<file path="config.mk">
export PLATFORM = sky130hd
export DESIGN_NAME = kcq_cell
export DESIGN_NICKNAME = d
export VERILOG_FILES = /design/src/rtl/kcq_pkg.sv /design/src/rtl/kcq_cell.sv
export SDC_FILE = /design/constraint.sdc
export NUM_CORES = 1
export LEC_CHECK = 0
export BUFFER_PORTS_ARGS = -buffer_cell sky130_fd_sc_hd__buf_2
export CAP_MARGIN = 20
export CORE_MARGIN = 1
export CORE_UTILIZATION = 37
export CTS_CLUSTER_DIAMETER = 120
export DETAILED_ROUTE_END_ITERATION = 7
export PLACE_DENSITY_LB_ADDON = 0.25
export SKIP_CTS_REPAIR_TIMING = 1
export SLEW_MARGIN = 20
export SYNTH_ARGS = -nofsm -noshare
export SYNTH_HDL_FRONTEND = slang
export SYNTH_SLANG_ARGS = --single-unit
</file>
<file path="constraint.sdc">
create_clock -name clk -period 8.4 [get_ports clk]
set_input_delay 0.84 -clock clk [delete_from_list [all_inputs] [get_ports clk]]
set_output_delay 0.84 -clock clk [all_outputs]
set_load 0.02 [all_outputs]
</file>
<file path="src/rtl/kcq_pkg.sv">
// Package for the k-means colour quantizer: shared constants, chain and
// control structs, and the sequencer state type. No dependencies.
`default_nettype none
package kcq_pkg;
  localparam int MAX_POINTS_DEF    = 4096;
  localparam int MAX_CENTROIDS_DEF = 16;
  localparam int MAX_ROUNDS_DEF    = 64;

  localparam int IDX_W  = 6;   // holds any centroid index up to 63
  localparam int K_W    = 7;   // holds k up to 64
  localparam int DIST_W = 10;  // squared distance, at most 900
  localparam logic [DIST_W-1:0] DIST_MAX = '1;

  typedef struct packed {
    logic              valid;
    logic [15:0]       colour;
    logic [DIST_W-1:0] sqd;
    logic [IDX_W-1:0]  idx;
  } chain_t;

  typedef struct packed {
    logic             clr_acc;
    logic             div_en;
    logic [1:0]       div_bit;
    logic             commit;
    logic             clr_all;
    logic             seed_we;
    logic [IDX_W-1:0] seed_idx;
    logic [15:0]      seed_data;
    logic [K_W-1:0]   k;
  } cell_ctl_t;

  typedef enum logic [2:0] {
    ST_IDLE,
    ST_STREAM,
    ST_DRAIN,
    ST_DIV,
    ST_COMMIT,
    ST_CHECK,
    ST_EMIT
  } state_t;

  localparam logic [1:0] OP_POINT  = 2'd0;
  localparam logic [1:0] OP_SEED   = 2'd1;
  localparam logic [1:0] OP_RUN    = 2'd2;
  localparam logic [1:0] OP_UNUSED = 2'd3;
endpackage
`default_nettype wire

</file>
<file path="src/rtl/kcq_cell.sv">
// One centroid cell: distance compare stage, cluster accumulators and a
// radix-2 divider for the mean. Depends on kcq_pkg.
`default_nettype none
module kcq_cell
  import kcq_pkg::*;
#(
  parameter int IDX   = 0,
  parameter int CNT_W = 13,
  parameter int SUM_W = 17
) (
  input  wire logic             clk,
  input  wire logic             rst_n,
  input  wire chain_t           chain_i,
  output chain_t                chain_o,
  input  wire chain_t           acc_i,
  input  wire cell_ctl_t        ctl_i,
  output logic [15:0]           centroid_o,
  output logic                  changed_o
);
  chain_t             chain_r, chain_nxt;
  logic [15:0]        cent_r;
  logic               changed_r;
  logic [CNT_W-1:0]   cnt_r;
  logic [SUM_W-1:0]   sum_r [4];
  logic [SUM_W-1:0]   sum_nxt [4];
  logic [15:0]        quo_r, quo_nxt;
  logic               active;
  logic               hit;
  logic [DIST_W-1:0]  cand_sqd;
  logic [SUM_W-1:0]   shifted;
  logic [15:0]        new_cent;

  assign active = K_W'(IDX) < ctl_i.k;
  assign hit    = acc_i.valid && (acc_i.idx == IDX_W'(IDX));

  always_comb begin
    logic [3:0] a, b, d;
    cand_sqd = '0;
    for (int l = 0; l < 4; l++) begin
      a = chain_i.colour[4*l +: 4];
      b = cent_r[4*l +: 4];
      d = (a > b) ? (a - b) : (b - a);
      cand_sqd = cand_sqd + DIST_W'(d) * DIST_W'(d);
    end
  end

  always_comb begin
    chain_nxt = chain_i;
    if (chain_i.valid && active && (cand_sqd < chain_i.sqd)) begin
      chain_nxt.sqd = cand_sqd;
      chain_nxt.idx = IDX_W'(IDX);
    end
  end

  assign shifted = SUM_W'(cnt_r) << ctl_i.div_bit;

  always_comb begin
    quo_nxt = quo_r;
    for (int l = 0; l < 4; l++) begin
      sum_nxt[l] = sum_r[l];
      if (sum_r[l] >= shifted) begin
        sum_nxt[l] = sum_r[l] - shifted;
        quo_nxt[{2'(l), ctl_i.div_bit}] = 1'b1;
      end
    end
  end

  assign new_cent = (cnt_r == '0) ? 16'h0000 : quo_r;

  always_ff @(posedge clk) begin
    if (!rst_n) begin
      chain_r.valid <= 1'b0;
    end else begin
      chain_r.valid <= chain_nxt.valid;
    end
    chain_r.colour <= chain_nxt.colour;
    chain_r.sqd    <= chain_nxt.sqd;
    chain_r.idx    <= chain_nxt.idx;
  end

  always_ff @(posedge clk) begin
    if (ctl_i.clr_acc) begin
      cnt_r <= '0;
      quo_r <= '0;
      for (int l = 0; l < 4; l++) sum_r[l] <= '0;
    end else if (hit) begin
      cnt_r <= cnt_r + CNT_W'(1);
      for (int l = 0; l < 4; l++) sum_r[l] <= sum_r[l] + SUM_W'(acc_i.colour[4*l +: 4]);
    end else if (ctl_i.div_en) begin
      quo_r <= quo_nxt;
      for (int l = 0; l < 4; l++) sum_r[l] <= sum_nxt[l];
    end
  end

  always_ff @(posedge clk) begin
    if (!rst_n) begin
      cent_r    <= '0;
      changed_r <= 1'b0;
    end else if (ctl_i.clr_all) begin
      cent_r    <= '0;
      changed_r <= 1'b0;
    end else if (ctl_i.seed_we && (ctl_i.seed_idx == IDX_W'(IDX))) begin
      cent_r <= ctl_i.seed_data;
    end else if (ctl_i.commit) begin
      if (active) begin
        changed_r <= (new_cent != cent_r);
        cent_r    <= new_cent;
      end else begin
        changed_r <= 1'b0;
      end
    end
  end

  assign chain_o    = chain_r;
  assign centroid_o = cent_r;
  assign changed_o  = changed_r;
endmodule
`default_nettype wire

</file>
### Word level (Yosys, flattened, before mapping)

Memories as Yosys holds them, arrays and structs flattened.
Index checks and enable logic that the tools add are counted.

| word-level totals | value |
|---|---|
| bits in registers | 79 |
| memory bits (writable) | 68 |
| input bits | 104 |
| output and inout bits | 50 |
| logic and storage cells | 128 |
| memories | 1 |

Memory list:

| memory | words | width | rd ports | clocked after Yosys merged registers in | write ports | RTL line | source |
|---|---|---|---|---|---|---|---|
| sum_r | 4 | 17 | 4 | 0 | 4 | kcq_cell.sv:24 | `logic [SUM_W-1:0] sum_r [4];` |

| operators by class | value |
|---|---|
| $add $sub $neg | 20 |
| multiply operators | 4 |
| $lt $le $gt $ge | 18 |
| equality and inequality tests | 1 |
| shift operators | 1 |
| mux-type cells | 43 |
| bitwise operators | 15 |
| reductions and logical operators | 17 |

Operators with widths:

| kind | count |
|---|---|
| 17-bit two-way mux | 12 |
| 16-bit two-way mux | 9 |
| 17-bit by 4-bit adder with 17-bit output | 4 |
| 17-bit greater-or-equal comparator | 4 |
| 17-bit subtractor | 4 |
| 4-bit by 4-bit multiplier with 8-bit output | 4 |
| 4-bit subtractor | 8 |
| 13-bit by 2-bit left shift with 17-bit output | 1 |
| 4-bit greater-than comparator | 4 |
| 4-bit two-way mux | 4 |
| 16-bit inequality test | 1 |
| 16-bit by 12-bit OR with 16-bit output | 1 |
| 16-bit OR | 1 |
| 16-bit by 4-bit OR with 16-bit output | 1 |
| 16-bit by 8-bit OR with 16-bit output | 1 |
| 1-bit two-way mux | 14 |
| 13-bit by 1-bit adder with 13-bit output (second input constant) | 1 |
| 13-bit logical NOT | 1 |
| 6-bit logical NOT | 2 |
| 10-bit by 8-bit adder with 10-bit output | 1 |
| 9-bit by 8-bit adder with 10-bit output | 1 |
| 10-bit < comparator | 1 |
| 4-bit by 5-bit < comparator with 1-bit output (second input constant) | 2 |
| 8-bit by 8-bit adder with 9-bit output | 1 |
| other kinds (13) | 36 |

### Depth between registers and ports, before layout

Gate-level depths: netlist of the first run.

| depth | value |
|---|---|
| word-level depth | 12 |
| gate-level depth with buffers | 36 |
| gate-level depth less buffers | 35 |

### Worst setup path after synthesis of the first run

No wires, ideal clock.

| timing | value |
|---|---|
| path kind | input -> register |
| start point | input chain_i[24] (netlist bit) |
| end point | register chain_r, in the netlist chain_o[12] |
| library setup time | 121 ps |
| arrival time | 8,259 ps |
| data required time | 8,279 ps |
| path slack | 21 ps |
| stages on the path | 31 |
| buffers on the path | 1 |
| cell sequence | inv_1 ha_1 inv_1 fa_1 a21o_1 a21oi_1 or2_2 mux2i_1 inv_1 nand2_1 xnor2_1 ha_1 a31o_2 fa_1 fa_1 fa_1 fa_1 fa_1 ha_1 nor2b_1 o21ai_0 a21boi_0 or4_1 nand3_1 ha_1 and4_1 nand2_1 nand4_1 a31oi_2 buf_2 mux2_2 |

RTL lines:

| what | RTL line | source |
|---|---|---|
| start, declared | kcq_cell.sv:13 | `input wire chain_t chain_i,` |
| end, declared | kcq_cell.sv:20 | `chain_t chain_r, chain_nxt;` |

==> metrics.md, run 1 <==
| Metric | Value |
|---|---|
| Clock Tree Buf Depth | 2 |
| RD Place Congestion | 0.901 |
| Sequential area share after synthesis | 25.9% |
| FFs w/ async S/R, synth | 0% |
| Syn Inst Count | 1,603 |
| Input/output buffers | 143 |
| Reg-to-Reg End | chain_o[7] |
| Clk network pwr share | 13.3% |
| Reg2Reg Depth | 29 |
| Peak supply drop | 0.000294 V |
| Largest net degree at the start of global routing | 70 |
| Worst hold path class | flip-flop to flip-flop |
| Final Max Tran Viols | 0 |
| Setup violators final | 0 |
| Chip width | 197 um |
| TritonCTS clock tree | yes |
| Clock sink total | 147 |
| Num CTS Buffers | 17 |
| Critical Path Fanout Max | 6 |
| Initial antenna violation count | 2 |
| H-Tree Depth | 4 |
| Vias in the first global route | 12,200 |
| Worst reg2reg startpoint | centroid_o[4] |
| WP data arrival | 8.37 ns |
| Fraction of layout cells with a size suffix above 1 | 14.2% |
| Syn Area/Cell | 8.74 um2 |
| Switching Share | 45.2% |
| Power Density | 377 nW/um2 |
| Die Area | 38,700 um2 |
| Fin crit share | 95.7% |
| Worst-skew pair later-pin latency | 0.45 ns |
| HP Start | quo_r[7] |
| Post-DR wirelength/cell | 17.0 um |
| All-Layer GR Usage | 20.5% |
| Max-cap violation count | 0 |
| Most used cell, CP | fa_1 |
| Core area | 37,000 um2 |
| Run status | completed |
| Drt drc | 0 |
| Post-synth EDFFs | 68 |
| Post-DP HPWL | 29,200 um |
| CP endpoint kind | flip-flop |
| R2R setup slack | 0.54 ns |
| Yosys cell types | 80 |
| Worst Path Required | 8.73 ns |
| Cell Area, Placed | 15,500 um2 |
| Worst-margin pin slew | 1.12 ns |
| Root Buffer | clkbuf_16 |
| Startpoint Class | input pin |
| Seq pwr share | 19.7% |
| Number of core rows | 70 |
| Clock slew at reported path FFs | 0.07 ns |
| Total Routed Length | 38,800 um |
| Cells on Worst Hold Path | 2 |
| Pleak | 6.99 nW |
| Worst Clk Skew | 0.0104 ns |
| Finished Cell Area | 16,100 um2 |
| DRT Pass-1 Iters | 5 |
| Endpoint, Worst Hold | quo_r[7] |
| Starting DRT DRC Count | 679 |
| Power Internal | 0.00333 W |
| Main synth FF type | dfxtp_1 |
| Hold Vio Cnt, Final | 0 |
| Vias per std cell | 5.43 |
| First-pass GRT wire length | 62,800 um |
| Switching Power | 0.00275 W |
| Starting Density | 37.9% |
| Syn_nets | 1,911 |
| Via count | 12,400 |
| Die Ht | 197 um |
| Gate power share | 67.0% |
| Kind of critical path | input pin to flip-flop |
| IO Pins | 154 |
| Synth warn | 0 |
| Layout overhead on the synthesized area | 15.0% |
| GRT overflow | 0 |
| Crit path time final | 8.04 ns |
| Setup crit start | chain_i[20] |
| Worst relative slew slack | 24.8% |
| Synth Register Bits | 147 |
| Fmax | 124 MHz |
| Synth Cell Area | 14,000 um2 |
| Slowest cell on the critical path | fa_1 |
| Setup TNS Final | 0 ns |
| Max stage delay on crit path | 0.56 ns |
| DRT antenna net count | 0 |
| Nets | 2,076 |
-- Yosys cell counts (31+ instances only) --
library cell / count / area (um2)
nor2b_1: 32 / 200
inv_1: 169 / 634
dfxtp_1: 79 / 1580
o21ai_0: 80 / 400
xnor2_1: 65 / 569
nand2_1: 90 / 338
ha_1: 158 / 1980
nor3_1: 33 / 165
o22ai_1: 42 / 263
nor2_1: 124 / 465
a21o_1: 31 / 233
nand3_1: 39 / 195
a21oi_1: 81 / 405
xor2_1: 59 / 517
a211oi_1: 35 / 263
fa_1: 46 / 921
edfxtp_1: 68 / 2040
-- power by group through the flow --
stage	registers (W)	logic, W	clock network [W]
3_5_place_dp	0.00121	0.00399	0
4_1_cts	0.00119	0.00407	0.000828
6_report	0.00120	0.00407	0.000807
5_1_grt	0.00123	0.00462	0.000852
3_3_place_gp	0.00120	0.00393	0
2_1_floorplan	0.00121	0.00301	0
-- state kept, by name, summed over array words and instances, names as in the netlist --
signal / count
centroid_o: 16
chain_o: 33
changed_o: 1
cnt_r: 13
quo_r: 16
sum_r: 68
-- how the worst max path moves through the flow --
stage	end	slack, ns	cells after the start
global placement	chain_o[6]	-0.09	33
detailed placement	chain_o[7]	-0.18	30
global route	chain_o[7]	-0.01	36
floorplan	chain_o[12]	0.02	31
CTS	chain_o[7]	0.26	33
finish	chain_o[7]	0.36	31
-- cell type report --
| type | count | area (um2) |
|---|---|---|
| well taps | 504 | 631 |
| diodes | 2 | 5.00 |
| fillers | 3707 | 20800 |
| clock buffers | 19 | 464 |
| clock inverters | 13 | 135 |
| repair buffers | 185 | 1030 |
| inverters | 170 | 638 |
| flip-flops and latches | 147 | 3620 |
| multi-input cells | 1247 | 9590 |
-- per-stage QoR --
step / util, % / hold WS (ns) / total power (W) / instances / setup WS, ns
floorplan: - / 0.452 / 0.00422 / 1603 / 0.0207
global placement: 41.9 / 0.483 / 0.00513 / 2252 / -0.0874
detailed placement: 41.9 / 0.486 / 0.00520 / 2252 / -0.176
CTS: 43.5 / 0.496 / 0.00609 / 2284 / 0.259
global route: 43.6 / 0.505 / 0.00670 / 2286 / -0.0135
finish: 43.6 / 0.497 / 0.00608 / 2287 / 0.362
-- logic make-up after synthesis --
kind of cell	after synthesis	synth area share, %
DFF	147	25.9
xor gates and xnor gates	124	7.75
muxes	35	2.62
AOI/OAI and AO/OA	437	21.0
adders and majority gates	204	20.7
buffers and inverters	209	5.84
and+or+nand+nor	447	16.2
-- routing by layer --
layer | global-route usage, % | wire (um) | up-vias
li1 | - | - | 6171
met1 | 27.2 | 18100 | 5874
met2 | 33.0 | 17500 | 299
met3 | 3.85 | 2080 | 65
met4 | 8.21 | 1140 | 2
met5 | 0 | 13 | -
-- critical path, delay by kind of cell --
| family | cells | cell delay, ns |
|---|---|---|
| adders and majority gates | 10 | 4.00 |
| AOI/OAI and AO/OA | 7 | 1.40 |
| muxes | 2 | 0.64 |
| buffers and inverters | 5 | 0.54 |
| and+or+nand+nor | 5 | 0.54 |
| xor gates and xnor gates | 2 | 0.42 |
-- cells in the final DEF (no fill, tap or decap), drive strengths merged, types with 10 or more instances in the layout --
cell / netlist / layout
buf: 18 / 185
inv: 169 / 177
ha: 158 / 158
nor2: 126 / 126
nand2: 90 / 90
o21ai: 83 / 83
a21oi: 81 / 81
dfxtp: 79 / 79
edfxtp: 68 / 68
xnor2: 65 / 65
xor2: 59 / 59
fa: 46 / 46
o22ai: 42 / 42
nand3: 40 / 40
a211oi: 35 / 35
nor3: 34 / 34
nor2b: 33 / 33
a21o: 31 / 31
o21a: 28 / 28
and3: 24 / 24
mux2i: 22 / 22
nand4: 22 / 22
nand2b: 21 / 21
clkbuf: 21 / 19
o32ai: 18 / 18
a22oi: 16 / 16
mux2: 13 / 13
a31oi: 13 / 13
o211ai: 12 / 12
o21bai: 10 / 10
nor4: 10 / 10
Note: power is estimated with default switching activity, not from simulation.
==> inputs of run 2 (changes only) <==
--- a/config.mk
+++ b/config.mk
@@ -11,6 +11,7 @@
 export CORE_UTILIZATION = 37
 export CTS_CLUSTER_DIAMETER = 120
 export DETAILED_ROUTE_END_ITERATION = 7
+export MAX_ROUTING_LAYER = met4
 export PLACE_DENSITY_LB_ADDON = 0.25
 export SKIP_CTS_REPAIR_TIMING = 1
 export SLEW_MARGIN = 20
==> metrics.md, run 2 (synthesized netlist as in run 1, its figures left out) <==
| Metric | Value |
|---|---|
| Finished Cell Area | 16,100 um2 (about the same) |
| Pleak | 6.99 nW (unchanged) |
| Fmax | 125 MHz (+0.22%) |
| GRT overflow | 0 (unchanged) |
| Starting Density | 37.9% (unchanged) |
| Pre-CTS setup slack | -0.176 ns (unchanged) |
| Total Routed Length | 38,800 um (about the same) |
| All-Layer GR Usage | 21.2% (+0.62 points) |
| Setup violators final | 0 (unchanged) |
| Layout overhead on the synthesized area | 15.0% (about the same) |
| IO Pins | 154 (unchanged) |
| DRT Pass-1 Iters | 5 (unchanged) |
| Worst-skew pair later-pin latency | 0.45 ns (about the same) |
| Critical Path Fanout Max | 6 (unchanged) |
| CP bufs+invs | 5 (unchanged) |
| Root Buffer | clkbuf_16 |
| Drt drc | 0 (unchanged) |
| DRT antenna net count | 0 (unchanged) |
| Top delay family on crit path | adder cells |
| Slowest cell on the critical path | fa_1 |
| CP endpoint kind | flip-flop |
| Commonest non-fill, non-tap cell in the layout | inv_1 |
| Max-cap violation count | 0 (unchanged) |
| Clock Tree Buf Depth | 2 (unchanged) |
| Largest register FFs | 68 (unchanged) |
| Peak supply drop | 0.000294 V (-0.14%) |
| Top reg by flops | sum_r |
| Post-DR wirelength/cell | 17.0 um (-0.11%) |
| Starting DRT DRC Count | 672 (-1.0%) |
| Startpoint Class | input pin |
| Initial antenna violation count | 2 (unchanged) |
| Final Max Tran Viols | 0 (unchanged) |
| Vias per std cell | 5.41 (-0.26%) |
| WP data arrival | 8.35 ns (-0.02 ns) |
| Nets | 2,076 (unchanged) |
| Power Density | 377 nW/um2 (about the same) |
| Chip width | 197 um (unchanged) |
| Fraction of layout cells with a size suffix above 1 | 14.2% (unchanged) |
| Worst hold path class | flip-flop to flip-flop |
| Core area | 37,000 um2 (unchanged) |
| Vias in the first global route | 12,200 (+0.033%) |
| Via count | 12,400 (-0.22%) |
| Input/output buffers | 143 (unchanged) |
| Worst-margin pin slew | 1.10 ns (-0.0189 ns) |
| Num CTS Buffers | 17 (unchanged) |
| Crit path time final | 8.02 ns (-0.0176 ns) |
| Final worst setup slack | 0.380 ns (+0.0176 ns) |
| Number of core rows | 70 (unchanged) |
| Largest net degree at the start of global routing | 70 (unchanged) |
| Cell Count, Final, Fillers Out | 2,288 (+0.044%) |
| Fillcell total | 3,706 (-0.027%) |
| Worst Path Required | 8.73 ns (about the same) |
| First-pass GRT wire length | 62,800 um (unchanged) |
| Fin crit share | 95.5% (-0.21 points) |
| Clock slew at reported path FFs | 0.07 ns (about the same) |
| RD Place Congestion | 0.917 (+1.7%) |
| Worst Clk Skew | 0.0112 ns (+0.000713 ns) |
| Cell count after placement | 2,252 (unchanged) |
| Max stage delay on crit path | 0.56 ns (about the same) |
| Cell Area, Placed | 15,500 um2 (unchanged) |
| Commonest non-fill, non-tap cells in the layout | inv_1, ha_1, buf_2 |
| Worst relative slew slack | 26.1% (+1.3 points) |
| Most used cell, CP | fa_1 |
| Die Area | 38,700 um2 (unchanged) |
| Run status | completed |
| Die Ht | 197 um (unchanged) |
| H-Tree Depth | 4 (unchanged) |
| TritonCTS clock tree | yes |
| Kind of critical path | input pin to flip-flop |
| Post-DP HPWL | 29,200 um (unchanged) |
| Clock sink total | 147 (unchanged) |
| Hold Vio Cnt, Final | 0 (unchanged) |
run 2: changes by cell type in the layout (fill, tap and decap cells not counted):
cell | previous run | this run
diode_2 | 2 | 3
run 2: metrics by stage:
stage          power (W)  utilization, %  hold WS (ns)  TNS (ns)
5_1_grt          0.00670            43.6         0.505   -0.0221
6_report         0.00608            43.6         0.496         0
4_1_cts          0.00609            43.5         0.496         0
3_5_place_dp     0.00520            41.9         0.486     -1.42
2_1_floorplan    0.00422               -         0.452         0
3_3_place_gp     0.00513            41.9         0.483    -0.727
run 2: tightest hold or removal path, delay by kind of cell (launching register included):
kind | cells | cell delay, ns
flip-flops | 1 | 0.34
buffers and inverters | 1 | 0.06
AO/OA/AOI/OAI | 1 | 0.05
run 2: final cells by class:
class | instances | area, um2 | area share [%]
Clock inverter | 13 | 135 | 0.838
Sequential cell | 147 | 3620 | 22.5
Multi-Input combinational cell | 1247 | 9590 | 59.5
Clock buffer | 19 | 464 | 2.88
Timing Repair Buffer | 185 | 1030 | 6.40
Inverter | 170 | 638 | 3.96
Tap cell | 504 | 631 | 3.91
Antenna cell | 3 | 7.51 | 0.0466
run 2: final timing paths:
| kind | startpoint | to | slack, ns | cells past startpoint |
|---|---|---|---|---|
| hold / removal | quo_r[7] | quo_r[7] | 0.50 | 2 |
| setup reg to reg | centroid_o[10] | chain_o[7] | 0.55 | 26 |
| setup / recovery | chain_i[20] | chain_o[7] | 0.38 | 31 |
| hold reg to reg | quo_r[7] | quo_r[7] | 0.50 | 2 |
run 2: layer usage:
layer  vias to the layer above  track usage [%]  share of wire [%]  wire length, um
met5                         -                -                  0                0
met4                         0             8.30                2.8             1100
met3                        62             3.80                5.5             2130
met2                       303             32.9                 45            17600
met1                      5845             27.2                 46            18000
li1                       6174                -                  -                -
run 2: power by group:
part | internal, W | total, W | switching (W)
registers | 0.00101 | 0.00120 | 0.000182
clock network | 0.000443 | 0.000805 | 0.000362
logic | 0.00187 | 0.00408 | 0.00221
total | 0.00333 | 0.00608 | 0.00275
==> inputs of run 3 (changes only) <==
--- a/config.mk
+++ b/config.mk
@@ -8,7 +8,7 @@
 export BUFFER_PORTS_ARGS = -buffer_cell sky130_fd_sc_hd__buf_2
 export CAP_MARGIN = 20
 export CORE_MARGIN = 1
-export CORE_UTILIZATION = 37
+export CORE_UTILIZATION = 55
 export CTS_CLUSTER_DIAMETER = 120
 export DETAILED_ROUTE_END_ITERATION = 7
 export MAX_ROUTING_LAYER = met4
==> metrics.md, run 3 (synthesized netlist as in run 1, its figures left out) <==
| Metric | Value |
|---|---|
| Run status | completed |
| Worst Path Required | 8.72 ns (about the same) |
| Via count | 12,700 (+2.8%) |
| Finished Cell Area | 15,900 um2 (-1.2%) |
| WP data arrival | 8.41 ns (+0.06 ns) |
| DRT Pass-1 Iters | 5 (unchanged) |
| Most used cell, CP | fa_1 |
| Vias in the first global route | 12,000 (-1.3%) |
| Setup TNS Final | 0 ns (unchanged) |
| Met1 Resource Use GR | 38.0% (+11 points) |
| Critical Path Fanout Max | 6 (unchanged) |
| Die Area | 26,100 um2 (-32%) |
| Fmax | 124 MHz (-0.86%) |
| Clock Tree Buf Depth | 2 (unchanged) |
| Worst reg2reg startpoint | centroid_o[4] |
| Input/output buffers | 143 (unchanged) |
| DRT antenna net count | 0 (unchanged) |
| Worst-margin pin slew | 1.05 ns (-0.0549 ns) |
| Clk network pwr share | 12.8% (-0.4 points) |
| Fillcell total | 2,162 (-42%) |
| Kind of critical path | input pin to flip-flop |
| Pre-CTS setup slack | -0.268 ns (-0.0928 ns) |
| Top reg by flops | sum_r |
| HP Start | chain_i[19] |
| Final Max Tran Viols | 0 (unchanged) |
| Total Routed Length | 38,000 um (-2.2%) |
| Worst Clk Skew | 0.0114 ns (+0.000220 ns) |
| Vias per std cell | 6.03 (+11%) |
| Largest net degree at the start of global routing | 70 (unchanged) |
| Crit path time final | 8.09 ns (+0.0696 ns) |
| Root Buffer | clkbuf_16 |
| Reg-to-Reg End | chain_o[15] |
| Cells on Worst Hold Path | 1 (-1) |
| Endpoint, Worst Hold | chain_o[19] |
| Die Ht | 162 um (-18%) |
| TritonCTS clock tree | yes |
| Post-DP HPWL | 28,300 um (-3.4%) |
| Reg2Reg Depth | 36 (+38%) |
| Gate power share | 67.8% (+0.7 points) |
| First-pass GRT wire length | 60,800 um (-3.2%) |
| Switching Power | 0.00277 W (+0.75%) |
| GRT overflow | 0 (unchanged) |
| Busiest layer in global routing | met2 |
| IO Pins | 154 (unchanged) |
| Max-cap violation count | 0 (unchanged) |
| Peak supply drop | 0.000411 V (+40%) |
| Met2 Use GR | 47.7% (+15 points) |
| Clock sink total | 147 (unchanged) |
| Drt drc | 0 (unchanged) |
| Commonest non-fill, non-tap cell in the layout | inv_1 |
| Commonest non-fill, non-tap cells in the layout | inv_1, ha_1, buf_2 |
| Num CTS Buffers | 17 (unchanged) |
| Setup violators final | 0 (unchanged) |
| Chip width | 162 um (-18%) |
| R2R setup slack | 0.39 ns (-0.16 ns) |
| Fraction of layout cells with a size suffix above 1 | 14.3% (+0.13 points) |
| Hold Vio Cnt, Final | 0 (unchanged) |
| Worst-skew pair later-pin latency | 0.44 ns (about the same) |
| RSZ-0062 raised after global routing | no |
| Final worst setup slack | 0.310 ns (-0.0696 ns) |
| Starting DRT DRC Count | 1,040 (+55%) |
| Power Density | 388 nW/um2 (+2.9%) |
| Switching Share | 44.8% (-0.41 points) |
| Number of core rows | 58 (-17%) |
| All-Layer GR Usage | 30.2% (+9.1 points) |
| Starting Density | 55.8% (+18 points) |
| Power Internal | 0.00341 W (+2.4%) |
| Fin crit share | 96.3% (+0.83 points) |
| CP endpoint kind | flip-flop |
| Largest register FFs | 68 (unchanged) |
| H-Tree Depth | 4 (unchanged) |
| Slowest cell on the critical path | fa_1 |
| Global Route met3 Usage | 4.98% (+1.2 points) |
| Startpoint Class | input pin |
| Max stage delay on crit path | 0.56 ns (about the same) |
| Core area | 25,100 um2 (-32%) |
| Worst relative slew slack | 29.5% (+3.4 points) |
| Layout overhead on the synthesized area | 13.7% |
| Nets | 2,074 (-0.096%) |
| Worst hold path class | input pin to flip-flop |
| Pleak | 6.99 nW (about the same) |
| Cell Area, Placed | 15,300 um2 (-1.5%) |
| Initial antenna violation count | 1 (-1) |
| RD Place Congestion | 0.931 (+1.6%) |
| Worst hold slack | 0.521 ns (+0.0247 ns) |
| Clock slew at reported path FFs | 0.07 ns (about the same) |
| Post-DR wirelength/cell | 18.0 um (+6.0%) |
| Seq pwr share | 19.5% (-0.2 points) |
| Layout Utilization | 63.4% (+20 points) |
[run 3: cell count changes in the layout (fill, tap and decap cells not counted), moves of 2 or more]
cell | previous run | this run
inv_6 | 6 | 0
clkbuf_1 | 0 | 4
clkinv_2 | 0 | 4
buf_4 | 42 | 39
clkinv_4 | 4 | 1
clkbuf_16 | 18 | 20
xnor2_1 | 65 | 63
xnor2_2 | 0 | 2
[run 3: per-layer routing]
| metal | vias to the layer above | part of all wire [%] |
|---|---|---|
| li1 | 6159 | - |
| met5 | - | 0 |
| met1 | 6043 | 44 |
| met4 | 0 | 4.1 |
| met2 | 438 | 46 |
| met3 | 85 | 6.3 |
[run 3: cell type report]
cell class | instances | area [um2] | share of cell area [%]
tap | 330 | 413 | 2.59
clock inverter | 7 | 66.3 | 0.416
inverter | 170 | 638 | 4.01
timing repair buffer | 183 | 1020 | 6.40
multi-input combinational | 1247 | 9630 | 60.5
antenna | 2 | 5.00 | 0.0314
clock buffer | 25 | 529 | 3.32
sequential | 147 | 3620 | 22.8
[run 3: power groups by stage]
| stage | sequential [W] | clock (W) | combinational (W) |
|---|---|---|---|
| 6_report | 0.00120 | 0.000789 | 0.00419 |
| 5_1_grt | 0.00123 | 0.000825 | 0.00469 |
| 4_1_cts | 0.00120 | 0.000795 | 0.00409 |
| 3_5_place_dp | 0.00121 | 0 | 0.00403 |
| 3_3_place_gp | 0.00120 | 0 | 0.00389 |
| 2_1_floorplan | 0.00121 | 0 | 0.00301 |
[run 3: worst max path at each step]
stage / startpoint / endpoint / slack, ns
floorplan: chain_i[24] / chain_o[12] / 0.02
global placement: chain_i[24] / chain_o[7] / -0.08
CTS: chain_i[24] / chain_o[8] / 0.15
global route: chain_i[20] / chain_o[14] / 0.02
detailed placement: chain_i[24] / chain_o[8] / -0.27
finish: chain_i[24] / chain_o[15] / 0.31
[run 3: per-stage QoR]
stage          cells  total power, W
2_1_floorplan   1603         0.00422
3_3_place_gp    2076         0.00509
3_5_place_dp    2076         0.00524
4_1_cts         2108         0.00608
5_1_grt         2110         0.00675
6_report        2111         0.00618
[run 3: worst max-delay path, delay by kind of cell]
| family | cells | cell delay (ns) |
|---|---|---|
| AOI/OAI and AO/OA | 9 | 1.77 |
| muxes | 1 | 0.33 |
| adders and majority gates | 10 | 3.93 |
| and+or+nand+nor | 6 | 1.11 |
| buffers and inverters | 4 | 0.41 |
